<file path="src/sv/nfpa_pkg.sv">
// ----------------------------------------------------------------------------
// Next-fit page run allocator: shared package
// Widths, codes, command structs and byte helpers used by every file of
// the allocator.
// ----------------------------------------------------------------------------
package nfpa_pkg;

   // Region geometry.
   localparam int MAX_PAGES  = 32;
   localparam int PAGE_BYTES = 65536;
   localparam int PAGE_SHIFT = $clog2(PAGE_BYTES);

   // Field widths.
   localparam int PAGE_IDX_W = 5;
   localparam int PAGE_CNT_W = 6;
   localparam int BYTES_W    = 22;
   localparam int WANT_W     = BYTES_W - PAGE_SHIFT + 1;
   localparam int REQ_TYPE_W = 2;
   localparam int STATUS_W   = 2;

   // Register reset value.
   localparam logic [PAGE_CNT_W-1:0] TOTAL_PAGES_RESET = PAGE_CNT_W'(MAX_PAGES);

   // Request codes.
   typedef enum logic [REQ_TYPE_W-1:0] {
      RQ_ALLOC = 2'd0,
      RQ_FREE  = 2'd1,
      RQ_STATS = 2'd2
   } req_code_type;

   // Status codes.
   typedef enum logic [STATUS_W-1:0] {
      ST_OK      = 2'd0,
      ST_INVALID = 2'd1,
      ST_NOSPACE = 2'd2
   } status_code_type;

   // Bitmap operations.
   typedef enum logic [1:0] {
      BM_NONE  = 2'd0,
      BM_SET   = 2'd1,
      BM_CLEAR = 2'd2
   } bm_op_type;

   // Command from the sequencer to the bitmap unit.
   typedef struct packed {
      bm_op_type              op;
      logic [PAGE_IDX_W-1:0]  start;
      logic [PAGE_CNT_W-1:0]  len;
   } bm_cmd_type;

   // Answers of the bitmap unit for the current command operands.
   typedef struct packed {
      logic range_free;
      logic bit_used;
   } bm_stat_type;

   // One request beat.
   typedef struct packed {
      logic [REQ_TYPE_W-1:0] req_type;
      logic [BYTES_W-1:0]    alloc_bytes;
      logic [PAGE_IDX_W-1:0] free_first_page;
      logic [PAGE_CNT_W-1:0] free_page_count;
   } req_item_type;

   // One response beat.
   typedef struct packed {
      logic [STATUS_W-1:0]   status;
      logic [PAGE_IDX_W-1:0] run_first;
      logic [PAGE_CNT_W-1:0] run_len;
      logic [BYTES_W-1:0]    total_bytes;
      logic [BYTES_W-1:0]    avail_bytes;
      logic [BYTES_W-1:0]    largest_free_bytes;
   } rsp_item_type;

   // Byte size of a page count.
   function automatic logic [BYTES_W-1:0] pages_to_bytes(input logic [PAGE_CNT_W-1:0] pages);
      return BYTES_W'(pages) << PAGE_SHIFT;
   endfunction

   // Byte size rounded up to whole pages.
   function automatic logic [WANT_W-1:0] bytes_to_pages(input logic [BYTES_W-1:0] nbytes);
      logic [BYTES_W:0] sum;
      sum = {1'b0, nbytes} + (BYTES_W+1)'(PAGE_BYTES - 1);
      return WANT_W'(sum >> PAGE_SHIFT);
   endfunction

endpackage

</file>
<file path="src/sv/nfpa_if.sv">
// ----------------------------------------------------------------------------
// Next-fit page run allocator: channel interfaces
// Valid/ready channels for request beats and response beats.
// ----------------------------------------------------------------------------
interface nfpa_req_if;
   logic                           valid;
   logic                           ready;
   logic [nfpa_pkg::REQ_TYPE_W-1:0] req_type;
   logic [nfpa_pkg::BYTES_W-1:0]    alloc_bytes;
   logic [nfpa_pkg::PAGE_IDX_W-1:0] free_first_page;
   logic [nfpa_pkg::PAGE_CNT_W-1:0] free_page_count;

   modport source (output valid, req_type, alloc_bytes, free_first_page, free_page_count,
                   input ready);
   modport sink (input valid, req_type, alloc_bytes, free_first_page, free_page_count,
                 output ready);
endinterface

interface nfpa_rsp_if;
   logic                           valid;
   logic                           ready;
   logic [nfpa_pkg::STATUS_W-1:0]   status;
   logic [nfpa_pkg::PAGE_IDX_W-1:0] run_first;
   logic [nfpa_pkg::PAGE_CNT_W-1:0] run_len;
   logic [nfpa_pkg::BYTES_W-1:0]    total_bytes;
   logic [nfpa_pkg::BYTES_W-1:0]    avail_bytes;
   logic [nfpa_pkg::BYTES_W-1:0]    largest_free_bytes;

   modport source (output valid, status, run_first, run_len, total_bytes, avail_bytes,
                   largest_free_bytes, input ready);
   modport sink (input valid, status, run_first, run_len, total_bytes, avail_bytes,
                 largest_free_bytes, output ready);
endinterface

</file>
<file path="src/sv/next_fit_page_run_allocator_core.sv">
// ----------------------------------------------------------------------------
// Next-fit page run allocator core
// Allocates, releases and reports contiguous page runs of a paged region.
// ----------------------------------------------------------------------------
// One request is worked on at a time; req.ready is high only while the
// sequencer is idle, and a finished response waits in an output register so
// the next request can be taken before it is read. A free, an invalid request
// or an allocate refused at decode goes from decode straight to the response.
// An allocate that searches first wraps the search pointer by repeated
// subtraction when it is at or past the region size after the register was
// lowered, then tries candidate starts (at most the region size of them) and
// reports no space when no run fits. A statistics request reads each page of
// the region, or none when the region size is zero or above MAX_PAGES. The
// single run-mask unit over the used-page bitmap checks one candidate run or
// reads one page per cycle.
module next_fit_page_run_allocator_core (
   input  logic                            clock,
   input  logic                            reset,
   nfpa_req_if.sink                        req,
   nfpa_rsp_if.source                      rsp,
   input  logic                            csr_wr_en,
   input  logic [nfpa_pkg::PAGE_CNT_W-1:0] csr_wr_data
);
   import nfpa_pkg::*;

   logic [PAGE_CNT_W-1:0] region_size_ff;
   logic                  rsp_valid_ff;
   logic                  rsp_valid_in;
   rsp_item_type          rsp_ff;
   req_item_type          req_item;
   bm_cmd_type            bm_cmd;
   bm_stat_type           bm_stat;
   rsp_item_type          seq_res;
   logic                  seq_idle;
   logic                  seq_res_valid;
   logic                  res_take;

   // Region size register.
   always_ff @(posedge clock) begin
      if (reset) begin
         region_size_ff <= TOTAL_PAGES_RESET;
      end else if (csr_wr_en) begin
         region_size_ff <= csr_wr_data;
      end
   end

   // Request beat.
   always_comb begin
      req_item.req_type        = req.req_type;
      req_item.alloc_bytes     = req.alloc_bytes;
      req_item.free_first_page = req.free_first_page;
      req_item.free_page_count = req.free_page_count;
      req.ready                = seq_idle;
   end

   nfpa_seq u_seq (
      .clock       (clock),
      .reset       (reset),
      .start       (req.valid && seq_idle),
      .item        (req_item),
      .region_size (region_size_ff),
      .idle        (seq_idle),
      .cmd         (bm_cmd),
      .stat        (bm_stat),
      .res_valid   (seq_res_valid),
      .res         (seq_res),
      .res_take    (res_take)
   );

   nfpa_bitmap u_bitmap (
      .clock (clock),
      .reset (reset),
      .cmd   (bm_cmd),
      .stat  (bm_stat)
   );

   // Response register: loads when empty or being drained.
   always_comb begin
      res_take     = seq_res_valid && (!rsp_valid_ff || rsp.ready);
      rsp_valid_in = res_take || (rsp_valid_ff && !rsp.ready);
   end

   always_ff @(posedge clock) begin
      if (reset) begin
         rsp_valid_ff <= 1'b0;
      end else begin
         rsp_valid_ff <= rsp_valid_in;
      end
   end

   always_ff @(posedge clock) begin
      if (res_take) begin
         rsp_ff <= seq_res;
      end
   end

   always_comb begin
      rsp.valid              = rsp_valid_ff;
      rsp.status             = rsp_ff.status;
      rsp.run_first          = rsp_ff.run_first;
      rsp.run_len            = rsp_ff.run_len;
      rsp.total_bytes        = rsp_ff.total_bytes;
      rsp.avail_bytes        = rsp_ff.avail_bytes;
      rsp.largest_free_bytes = rsp_ff.largest_free_bytes;
   end

endmodule

</file>
<file path="src/sv/nfpa_bitmap.sv">
// ----------------------------------------------------------------------------
// Next-fit page run allocator: used-page bitmap
// Holds one used bit per page and the shared run-mask unit that checks,
// marks and releases a run of pages, plus a single-bit read for scans.
// ----------------------------------------------------------------------------
module nfpa_bitmap (
   input  logic                 clock,
   input  logic                 reset,
   input  nfpa_pkg::bm_cmd_type cmd,
   output nfpa_pkg::bm_stat_type stat
);
   import nfpa_pkg::*;

   logic [MAX_PAGES-1:0] used_ff;
   logic [MAX_PAGES-1:0] used_in;
   logic [MAX_PAGES:0]   len_mask;
   logic [MAX_PAGES-1:0] run_mask;

   // Run mask: len ones starting at page start.
   always_comb begin
      len_mask = ((MAX_PAGES+1)'(1) << cmd.len) - (MAX_PAGES+1)'(1);
      run_mask = MAX_PAGES'(len_mask) << cmd.start;
   end

   // Status toward the sequencer.
   always_comb begin
      stat.range_free = ((used_ff & run_mask) == '0);
      stat.bit_used   = used_ff[cmd.start];
   end

   // Mark or release the run.
   always_comb begin
      used_in = used_ff;
      unique case (cmd.op)
         BM_SET:   used_in = used_ff | run_mask;
         BM_CLEAR: used_in = used_ff & ~run_mask;
         default:  used_in = used_ff;
      endcase
   end

   always_ff @(posedge clock) begin
      if (reset) begin
         used_ff <= '0;
      end else begin
         used_ff <= used_in;
      end
   end

endmodule

</file>
<file path="src/sv/nfpa_seq.sv">
// ----------------------------------------------------------------------------
// Next-fit page run allocator: request sequencer
// Decodes one request and drives the bitmap unit step by step: pointer
// wrap, next-fit candidate search and marking, run release and the statistics scan.
// ----------------------------------------------------------------------------
module nfpa_seq (
   input  logic                              clock,
   input  logic                              reset,
   input  logic                              start,
   input  nfpa_pkg::req_item_type            item,
   input  logic [nfpa_pkg::PAGE_CNT_W-1:0]   region_size,
   output logic                              idle,
   output nfpa_pkg::bm_cmd_type              cmd,
   input  nfpa_pkg::bm_stat_type             stat,
   output logic                              res_valid,
   output nfpa_pkg::rsp_item_type            res,
   input  logic                              res_take
);
   import nfpa_pkg::*;

   typedef enum logic [5:0] {
      S_IDLE   = 6'b000001,
      S_DECODE = 6'b000010,
      S_WRAP   = 6'b000100,
      S_SEARCH = 6'b001000,
      S_STATS  = 6'b010000,
      S_DONE   = 6'b100000
   } state_type;

   state_type             state_ff,   state_in;
   req_item_type          item_ff,    item_in;
   rsp_item_type          res_ff,     res_in;
   logic [WANT_W-1:0]     wanted_ff,  wanted_in;
   logic [PAGE_IDX_W-1:0] cand_ff,    cand_in;
   logic [PAGE_CNT_W-1:0] pass_ff,    pass_in;
   logic [PAGE_IDX_W-1:0] ptr_ff,     ptr_in;
   logic [PAGE_CNT_W-1:0] idx_ff,     idx_in;
   logic [PAGE_CNT_W-1:0] free_ff,    free_in;
   logic [PAGE_CNT_W-1:0] run_ff,     run_in;
   logic [PAGE_CNT_W-1:0] lrg_ff,     lrg_in;

   logic                  region_ok;
   logic [WANT_W-1:0]     wanted_calc;
   logic [WANT_W-1:0]     tp_w;
   logic [WANT_W-1:0]     end_sum;
   logic [WANT_W-1:0]     free_end;
   logic [PAGE_CNT_W-1:0] cand_next;
   logic [PAGE_CNT_W-1:0] run_nx;

   // Region checks and request arithmetic.
   always_comb begin
      region_ok   = (region_size != '0) && (region_size <= PAGE_CNT_W'(MAX_PAGES));
      wanted_calc = bytes_to_pages(item_ff.alloc_bytes);
      tp_w        = WANT_W'(region_size);
      end_sum     = WANT_W'(cand_ff) + wanted_ff;
      free_end    = WANT_W'(item_ff.free_first_page) + WANT_W'(item_ff.free_page_count);
      cand_next   = PAGE_CNT_W'(cand_ff) + PAGE_CNT_W'(1);
      run_nx      = run_ff + PAGE_CNT_W'(1);
   end

   // Sequencer.
   always_comb begin
      state_in  = state_ff;
      item_in   = item_ff;
      res_in    = res_ff;
      wanted_in = wanted_ff;
      cand_in   = cand_ff;
      pass_in   = pass_ff;
      ptr_in    = ptr_ff;
      idx_in    = idx_ff;
      free_in   = free_ff;
      run_in    = run_ff;
      lrg_in    = lrg_ff;
      cmd.op    = BM_NONE;
      cmd.start = cand_ff;
      cmd.len   = PAGE_CNT_W'(wanted_ff);

      unique case (state_ff)
         S_IDLE: begin
            if (start) begin
               item_in  = item;
               state_in = S_DECODE;
            end
         end

         S_DECODE: begin
            res_in    = '0;
            wanted_in = wanted_calc;
            state_in  = S_DONE;
            unique case (item_ff.req_type)
               RQ_ALLOC: begin
                  if (item_ff.alloc_bytes == '0) begin
                     res_in.status = ST_INVALID;
                  end else if (!region_ok || wanted_calc > tp_w) begin
                     res_in.status = ST_NOSPACE;
                  end else begin
                     cand_in  = ptr_ff;
                     pass_in  = '0;
                     state_in = S_WRAP;
                  end
               end
               RQ_FREE: begin
                  if (!region_ok || free_end > tp_w) begin
                     res_in.status = ST_INVALID;
                  end else begin
                     cmd.op    = BM_CLEAR;
                     cmd.start = item_ff.free_first_page;
                     cmd.len   = item_ff.free_page_count;
                  end
               end
               RQ_STATS: begin
                  if (region_ok) begin
                     idx_in   = '0;
                     free_in  = '0;
                     run_in   = '0;
                     lrg_in   = '0;
                     state_in = S_STATS;
                  end
               end
               default: begin
                  res_in.status = ST_INVALID;
               end
            endcase
         end

         // Bring a stale pointer back inside the region by repeated subtraction.
         S_WRAP: begin
            if (PAGE_CNT_W'(cand_ff) >= region_size) begin
               cand_in = cand_ff - PAGE_IDX_W'(region_size);
            end else begin
               state_in = S_SEARCH;
            end
         end

         // One candidate start per cycle, in next-fit order.
         S_SEARCH: begin
            if (pass_ff == region_size) begin
               res_in.status = ST_NOSPACE;
               state_in      = S_DONE;
            end else if (end_sum <= tp_w && stat.range_free) begin
               cmd.op           = BM_SET;
               res_in.run_first = cand_ff;
               res_in.run_len   = PAGE_CNT_W'(wanted_ff);
               ptr_in           = (end_sum == tp_w) ? '0 : PAGE_IDX_W'(end_sum);
               state_in         = S_DONE;
            end else begin
               pass_in = pass_ff + PAGE_CNT_W'(1);
               cand_in = (cand_next == region_size) ? '0 : PAGE_IDX_W'(cand_next);
            end
         end

         // One page per cycle: free count and longest free run.
         S_STATS: begin
            cmd.start = PAGE_IDX_W'(idx_ff);
            if (!stat.bit_used) begin
               free_in = free_ff + PAGE_CNT_W'(1);
               run_in  = run_nx;
               lrg_in  = (run_nx > lrg_ff) ? run_nx : lrg_ff;
            end else begin
               run_in  = '0;
            end
            idx_in = idx_ff + PAGE_CNT_W'(1);
            if (idx_in == region_size) begin
               res_in.total_bytes        = pages_to_bytes(region_size);
               res_in.avail_bytes        = pages_to_bytes(free_in);
               res_in.largest_free_bytes = pages_to_bytes(lrg_in);
               state_in                  = S_DONE;
            end
         end

         S_DONE: begin
            if (res_take) begin
               state_in = S_IDLE;
            end
         end

         default: begin
            state_in = S_IDLE;
         end
      endcase
   end

   always_comb begin
      idle      = (state_ff == S_IDLE);
      res_valid = (state_ff == S_DONE);
      res       = res_ff;
   end

   // Control state.
   always_ff @(posedge clock) begin
      if (reset) begin
         state_ff <= S_IDLE;
         ptr_ff   <= '0;
      end else begin
         state_ff <= state_in;
         ptr_ff   <= ptr_in;
      end
   end

   // Working registers.
   always_ff @(posedge clock) begin
      item_ff   <= item_in;
      res_ff    <= res_in;
      wanted_ff <= wanted_in;
      cand_ff   <= cand_in;
      pass_ff   <= pass_in;
      idx_ff    <= idx_in;
      free_ff   <= free_in;
      run_ff    <= run_in;
      lrg_ff    <= lrg_in;
   end

endmodule

</file>
<file path="src/flat_wrapper.sv">
// flat-port wrapper written by rule: the top's interface ports become plain ports
module next_fit_page_run_allocator_core_flat import nfpa_pkg::*;
  (clock, reset, csr_wr_en, csr_wr_data, req_valid, req_req_type, req_alloc_bytes, req_free_first_page, req_free_page_count, req_ready, rsp_valid, rsp_status, rsp_run_first, rsp_run_len, rsp_total_bytes, rsp_avail_bytes, rsp_largest_free_bytes, rsp_ready);
  nfpa_req_if req_i ();
  nfpa_rsp_if rsp_i ();
  input  logic clock;
  input  logic reset;
  input  logic csr_wr_en;
  input  logic [nfpa_pkg::PAGE_CNT_W-1:0] csr_wr_data;
  input wire logic [$bits(req_i.valid)-1:0] req_valid;
  input wire logic [$bits(req_i.req_type)-1:0] req_req_type;
  input wire logic [$bits(req_i.alloc_bytes)-1:0] req_alloc_bytes;
  input wire logic [$bits(req_i.free_first_page)-1:0] req_free_first_page;
  input wire logic [$bits(req_i.free_page_count)-1:0] req_free_page_count;
  output wire logic [$bits(req_i.ready)-1:0] req_ready;
  output wire logic [$bits(rsp_i.valid)-1:0] rsp_valid;
  output wire logic [$bits(rsp_i.status)-1:0] rsp_status;
  output wire logic [$bits(rsp_i.run_first)-1:0] rsp_run_first;
  output wire logic [$bits(rsp_i.run_len)-1:0] rsp_run_len;
  output wire logic [$bits(rsp_i.total_bytes)-1:0] rsp_total_bytes;
  output wire logic [$bits(rsp_i.avail_bytes)-1:0] rsp_avail_bytes;
  output wire logic [$bits(rsp_i.largest_free_bytes)-1:0] rsp_largest_free_bytes;
  input wire logic [$bits(rsp_i.ready)-1:0] rsp_ready;
  assign req_i.valid = req_valid;
  assign req_i.req_type = req_req_type;
  assign req_i.alloc_bytes = req_alloc_bytes;
  assign req_i.free_first_page = req_free_first_page;
  assign req_i.free_page_count = req_free_page_count;
  assign req_ready = req_i.ready;
  assign rsp_valid = rsp_i.valid;
  assign rsp_status = rsp_i.status;
  assign rsp_run_first = rsp_i.run_first;
  assign rsp_run_len = rsp_i.run_len;
  assign rsp_total_bytes = rsp_i.total_bytes;
  assign rsp_avail_bytes = rsp_i.avail_bytes;
  assign rsp_largest_free_bytes = rsp_i.largest_free_bytes;
  assign rsp_i.ready = rsp_ready;
  next_fit_page_run_allocator_core u_core (.clock(clock), .reset(reset), .req(req_i), .rsp(rsp_i), .csr_wr_en(csr_wr_en), .csr_wr_data(csr_wr_data));
endmodule
</file>
<file path="config.mk">
export PLATFORM = sky130hd
export DESIGN_NAME = next_fit_page_run_allocator_core_flat
export DESIGN_NICKNAME = d
export VERILOG_FILES = /design/src/sv/nfpa_pkg.sv /design/src/sv/nfpa_if.sv /design/src/sv/next_fit_page_run_allocator_core.sv /design/src/sv/nfpa_bitmap.sv /design/src/sv/nfpa_seq.sv /design/src/flat_wrapper.sv
export SDC_FILE = /design/constraint.sdc
export NUM_CORES = 1
export LEC_CHECK = 0
export BUFFER_PORTS_ARGS = -buffer_cell sky130_fd_sc_hd__buf_4
export CORE_MARGIN = 10
export CORE_UTILIZATION = 60
export CTS_CLUSTER_SIZE = 20
export DETAILED_ROUTE_END_ITERATION = 10
export PLACE_DENSITY_LB_ADDON = 0.05
export SLEW_MARGIN = 20
export SYNTH_ARGS = -nofsm -noshare
export SYNTH_HDL_FRONTEND = slang
export SYNTH_HIERARCHICAL = 1
export SYNTH_SLANG_ARGS = --single-unit
</file>
<file path="constraint.sdc">
create_clock -name clock -period 12.5 [get_ports clock]
set_clock_uncertainty 0.05 [all_clocks]
set_input_delay 0.625 -clock clock [delete_from_list [all_inputs] [get_ports clock]]
set_output_delay 0.625 -clock clock [all_outputs]
set_load 0.01 [all_outputs]
</file>
# == Yosys cells after proc, flatten, opt, wreduce, memory -nomap -nowiden ==
# Cells that the tools add are included.
# Widths: inputs -> output; s select.
# totals
register_bits,285
latch_bits,0
ram_bits,0
mem_bits_ro,0
in_bits,46
output_inout_bits,81
wordCells,166
mem_count,0
# classes
addsub,10
mul,0
div_mod_pow,0
order_cmp,7
n_eq_ne,29
shifts,2
mux,56
bitwise,5
n_reduce_logical,29
# ops
op,n
$pmux 66 s2,1
$mux 6,21
$pmux 6 s2,6
$mux 66,1
$and 32x32->32,2
$pmux 32 s2,1
$mux 5,8
$pmux 6 s6,1
$logic_not 32->1,1
$not 32->32,1
$or 32x32->32,1
$shl 1x6->32 const A,1
$shl 32x5->32,1
$sub 32x2->32 const B,1
$mux 13,2
$pmux 13 s2,1
$add 6x1->6 const B,4
$ne 2x2->1 const B,12
$add 22x16->23 const B,1
$logic_not 22->1,1
$mux 11,2
$eq 6x6->1,3
$pmux 5 s3,1
$gt 7x6->1,2
other kinds (39),62

# == Longest topological paths before layout ==
# logic_depth
ltp_word,18
mapped_depth,40
mapped_depth_nobuf,35

# == Modules after synthesis ==
# Netlist, hierarchy kept.
# by_module_without_submodules
module,n_inst,cells_per_inst,area_per_inst_um2,seq_area_each_um2
nfpa_seq,1,578,6645.1,3463.3
nfpa_bitmap,1,756,5103.6,640.6
next_fit_page_run_allocator_core,1,104,2635.0,2512.4

# == Worst setup path before layout ==
# OpenSTA, ideal clock, no wires.
# synth_timing
path_type,register -> register
startpoint,register u_core/u_seq/item_ff[0] in the netlist's numbering
endpoint,register (tool-made name)
setup_ns,0.091
arrival_ns,8.473
required_ns,12.359
path_slack_ns,3.886
stages_incl_launch_ff,39
n_path_buf,5
period_less_slack_ns,8.614
cell_sequence,edfxtp_1 > ha_1 > fa_1 > a21o_1 > a21oi_1 > xnor2_1 > ha_1 > a21o_1 > a21oi_1 > a21oi_1 > nor4_4 > mux2_2 > clkbuf_1 > nor2_1 > clkbuf_1 > nand4_1 > ha_1 > clkbuf_1 > (+3 left out) > o21bai_1 > a211oi_1 > o221ai_1 > mux2_4 > o2bb2ai_1 > a211o_1 > nor4_1 > and4b_1 > nor4b_1 > a21o_1 > nand3_1 > inv_1 > inv_1 > ha_1 > clkbuf_1 > nor3_1 > a21oi_1 > a311oi_1
# synth_lines
item,line,rtl
from (decl),nfpa_seq.sv:31,"req_item_type item_ff, item_in;"
from (signal assigned),nfpa_seq.sv:202,item_ff <= item_in;

==> results by group <==
Die
  • Chip width: 175 um
  • Rows: 56
  • Core box area: 23,500 um^2
  • Die footprint: 30,600 um^2
  • Initial Util: 61.1%
  • Die height: 175 um
  • IO Count: 127

Synth
  • Syn avg cell area: 10.0 um^2
  • Mapped Cells: 1,438
  • Ys async rst share: 0%
  • Area share of the largest cell type after synthesis: 39.0%
  • Cell taking the most area after synthesis: edfxtp_1
  • EDFF count, synth: 187
  • Ys flop type: edfxtp_1
  • Synth Register Bits: 237
  • Netlist cell types: 94
  • Post-Syn Area: 14,400 um^2
  • Synth warn: 6
  • Synth area leaders: edfxtp_1 (39%), dfxtp_1 (7.0%), ha_1 (4.0%), nor2_1 (3.6%), a21oi_1 (2.7%)
  • Seq/Total Area, Yosys: 46.0%

Worst setup path
  • Setup CP Type: reg -> reg
  • Worst Path Max Fanout: 34
  • Worst Setup End Kind: flop
  • Startpoint class of the critical path: flop
  • Slowest-stage cell, CP: nor3_1
  • CP max stage delay: 790 ps
  • Worst Path Arrival: 10,530 ps
  • WP data required: 12,880 ps
  • Crit-path most repeated cell: a21oi_1

Clock network
  • H-tree lvl count: 1
  • Postcts setup bufs: 0
  • CTS tree: built
  • Num CTS Buffers: 25
  • CTS root buffer: clkbuf_16
  • Later-pin clock latency in the skew report: 540 ps
  • Cts hold-fix bufs: 0
  • Reg clk slew, reported paths: 60 ps
  • CTS sink count: 237
  • CTS Buffer Depth: 3
  • Post_cts resized: 0

Global routing
  • First-pass GRT wire length: 64,800 um
  • Tot GR Track Use: 25.9%
  • M1 GR Usage: 37.2%
  • Met2 usage: 39.9%
  • Grt met3 use: 5.13%
  • Pin count of the biggest net entering global routing: 80
  • Overflow after GRT: 0
  • Global route hottest layer: met2
  • Initial antenna violation count: 0
  • Vias in the first global route: 11,300

Placed design
  • Setup WS pre-CTS: 2450 ps
  • DP HPWL: 29,200 um
  • Routability-driven placement congestion ratio: 0.962
  • Port buffer count: 126

Routing
  • Initial DRC count: 1,774
  • Drt drc: 0
  • Final wirelength: 41,100 um
  • WL/cell: 22.2 um
  • Final antenna-violating net count: 0
  • Via Count: 12,100
  • Via density: 6.55
  • First-pass DRT Iterations: 6

Power and ir drop
  • Pwr dens: 137 nW/um^2
  • Leak: 5.89 nW
  • Worst VDD drop: 116 uV

Timing
  • Rel. slew slack: 31.4%
  • Final setup margin: 2350 ps
  • Final clock period utilization by the worst path: 81.2%
  • Tmin final: 10,150 ps
  • Pins Over Slew Limit: 0
  • RSZ-0062 raised after global routing: no
  • Fmax: 98.5 MHz
  • Final setup fails: 0
  • Hold Vio Cnt, Final: 0
  • Setup TNS: 0 ps
  • Worst-Margin Slew: 1000 ps

Outcome
  • Outcome: completed

Layout
  • Fillers: 1,805
  • Fin nets: 1,611
  • Ant. Diodes: 0
  • Share of cells above drive strength 1: 15.8%
  • Synth-to-Final Area Change: 12.6%

Hold path
  • Worst hold path class: in -> reg

Run
  • Max Cap Viol: 0
-- layout make-up --
type                            count  area (um^2)  area share, %
Tap cell                          319          399           2.46
Multi-Input combinational cell   1061         7080           43.7
Sequential cell                   237         6620           40.9
Inverter                           49          184           1.14
Clock buffer                       32          683           4.22
Clock inverter                     13          171           1.06
Timing Repair Buffer              142         1070           6.58
-- synthesized netlist by cell type, types with 16 or more instances --
master / number
edfxtp_1: 187
a21o_1: 17
o21ai_0: 54
nor3_1: 35
dfxtp_1: 50
and3_1: 16
mux2i_1: 21
ha_1: 46
nor4_1: 16
nand3_1: 53
a211oi_1: 37
nand2_1: 95
and2_1: 25
buf_4: 49
a21oi_1: 77
a311oi_1: 16
nor2_1: 139
a31oi_1: 24
clkbuf_1: 72
inv_1: 46
o211ai_1: 17
xor2_1: 24
xnor2_1: 37
-- logic make-up after synthesis --
family	after synthesis	synth area share [%]
other cells	1	0.0261
compound gates	377	18.5
mux	44	3.99
simple gates	481	16.9
xor+xnor	61	3.71
fa+ha+maj	50	4.49
flops	237	46.0
buf+inv	187	6.38
-- path summary, 6_finish.rpt --
check                                from                          to  cells after the start  slack [ps]
setup / recovery  u_core/u_seq/item_ff[0]                        flop                     34        2350
hold / removal         req_alloc_bytes[8]    u_core/u_seq/item_ff[19]                      1         220
setup reg to reg  u_core/u_seq/item_ff[0]                        flop                     34        2350
hold reg to reg      u_core/u_seq/res[63]  u_core/rsp.total_bytes[19]                      0         360
-- critical path, delay by kind of cell, from the launching register on --
family          cells  cell delay [ps]
xor+xnor            1              150
compound gates     15             3190
simple gates        8             2970
fa+ha+maj           5             1800
flops               1              400
mux                 2              980
buf+inv             3              480
-- layout by cell type (no fill, tap or decap), types with 12 or more instances in the layout --
master     instances
or3_1             15
and3_1            16
a311oi_1          16
edfxtp_1         187
buf_4            142
mux2i_1           21
nand3_1           53
dfxtp_1           50
a22oi_1           15
nor3_1            35
ha_1              45
o211ai_1          17
a211oi_1          37
nor4_1            16
o21ai_0           50
clkbuf_16         26
mux2_2            13
and2_1            24
a31oi_1           24
xor2_1            24
conb_1            48
or2_2             12
nand2_1           95
xnor2_1           37
a21oi_1           77
nor2_1           138
inv_1             46
a21o_1            17
-- power by group --
part,switching [W],total [W],internal (W)
clock,0.000305,0.000759,0.000454
sequential,0.0000451,0.000988,0.000943
combinational,0.000288,0.000470,0.000182
-- through the flow --
step                instance area (um^2)  hold WS (ps)  util, %  power [W]  cells
finish                             16200           218     68.8    0.00222   1853
global placement                   15300           350     65.2    0.00144   1808
detailed placement                 15300           355     65.2    0.00146   1808
CTS                                16200           205     68.8    0.00222   1853
floorplan                          14600           350        -    0.00132   1485
global route                       16200           197     68.8    0.00232   1853
-- metal layers --
layer  vias up  part of all wire, %
li1       5533                    -
met1      5848                   43
met2       687                   45
met3        67                   10
met4         0                  1.9
met5         -                    0
(Power assumes the default switching activity.)
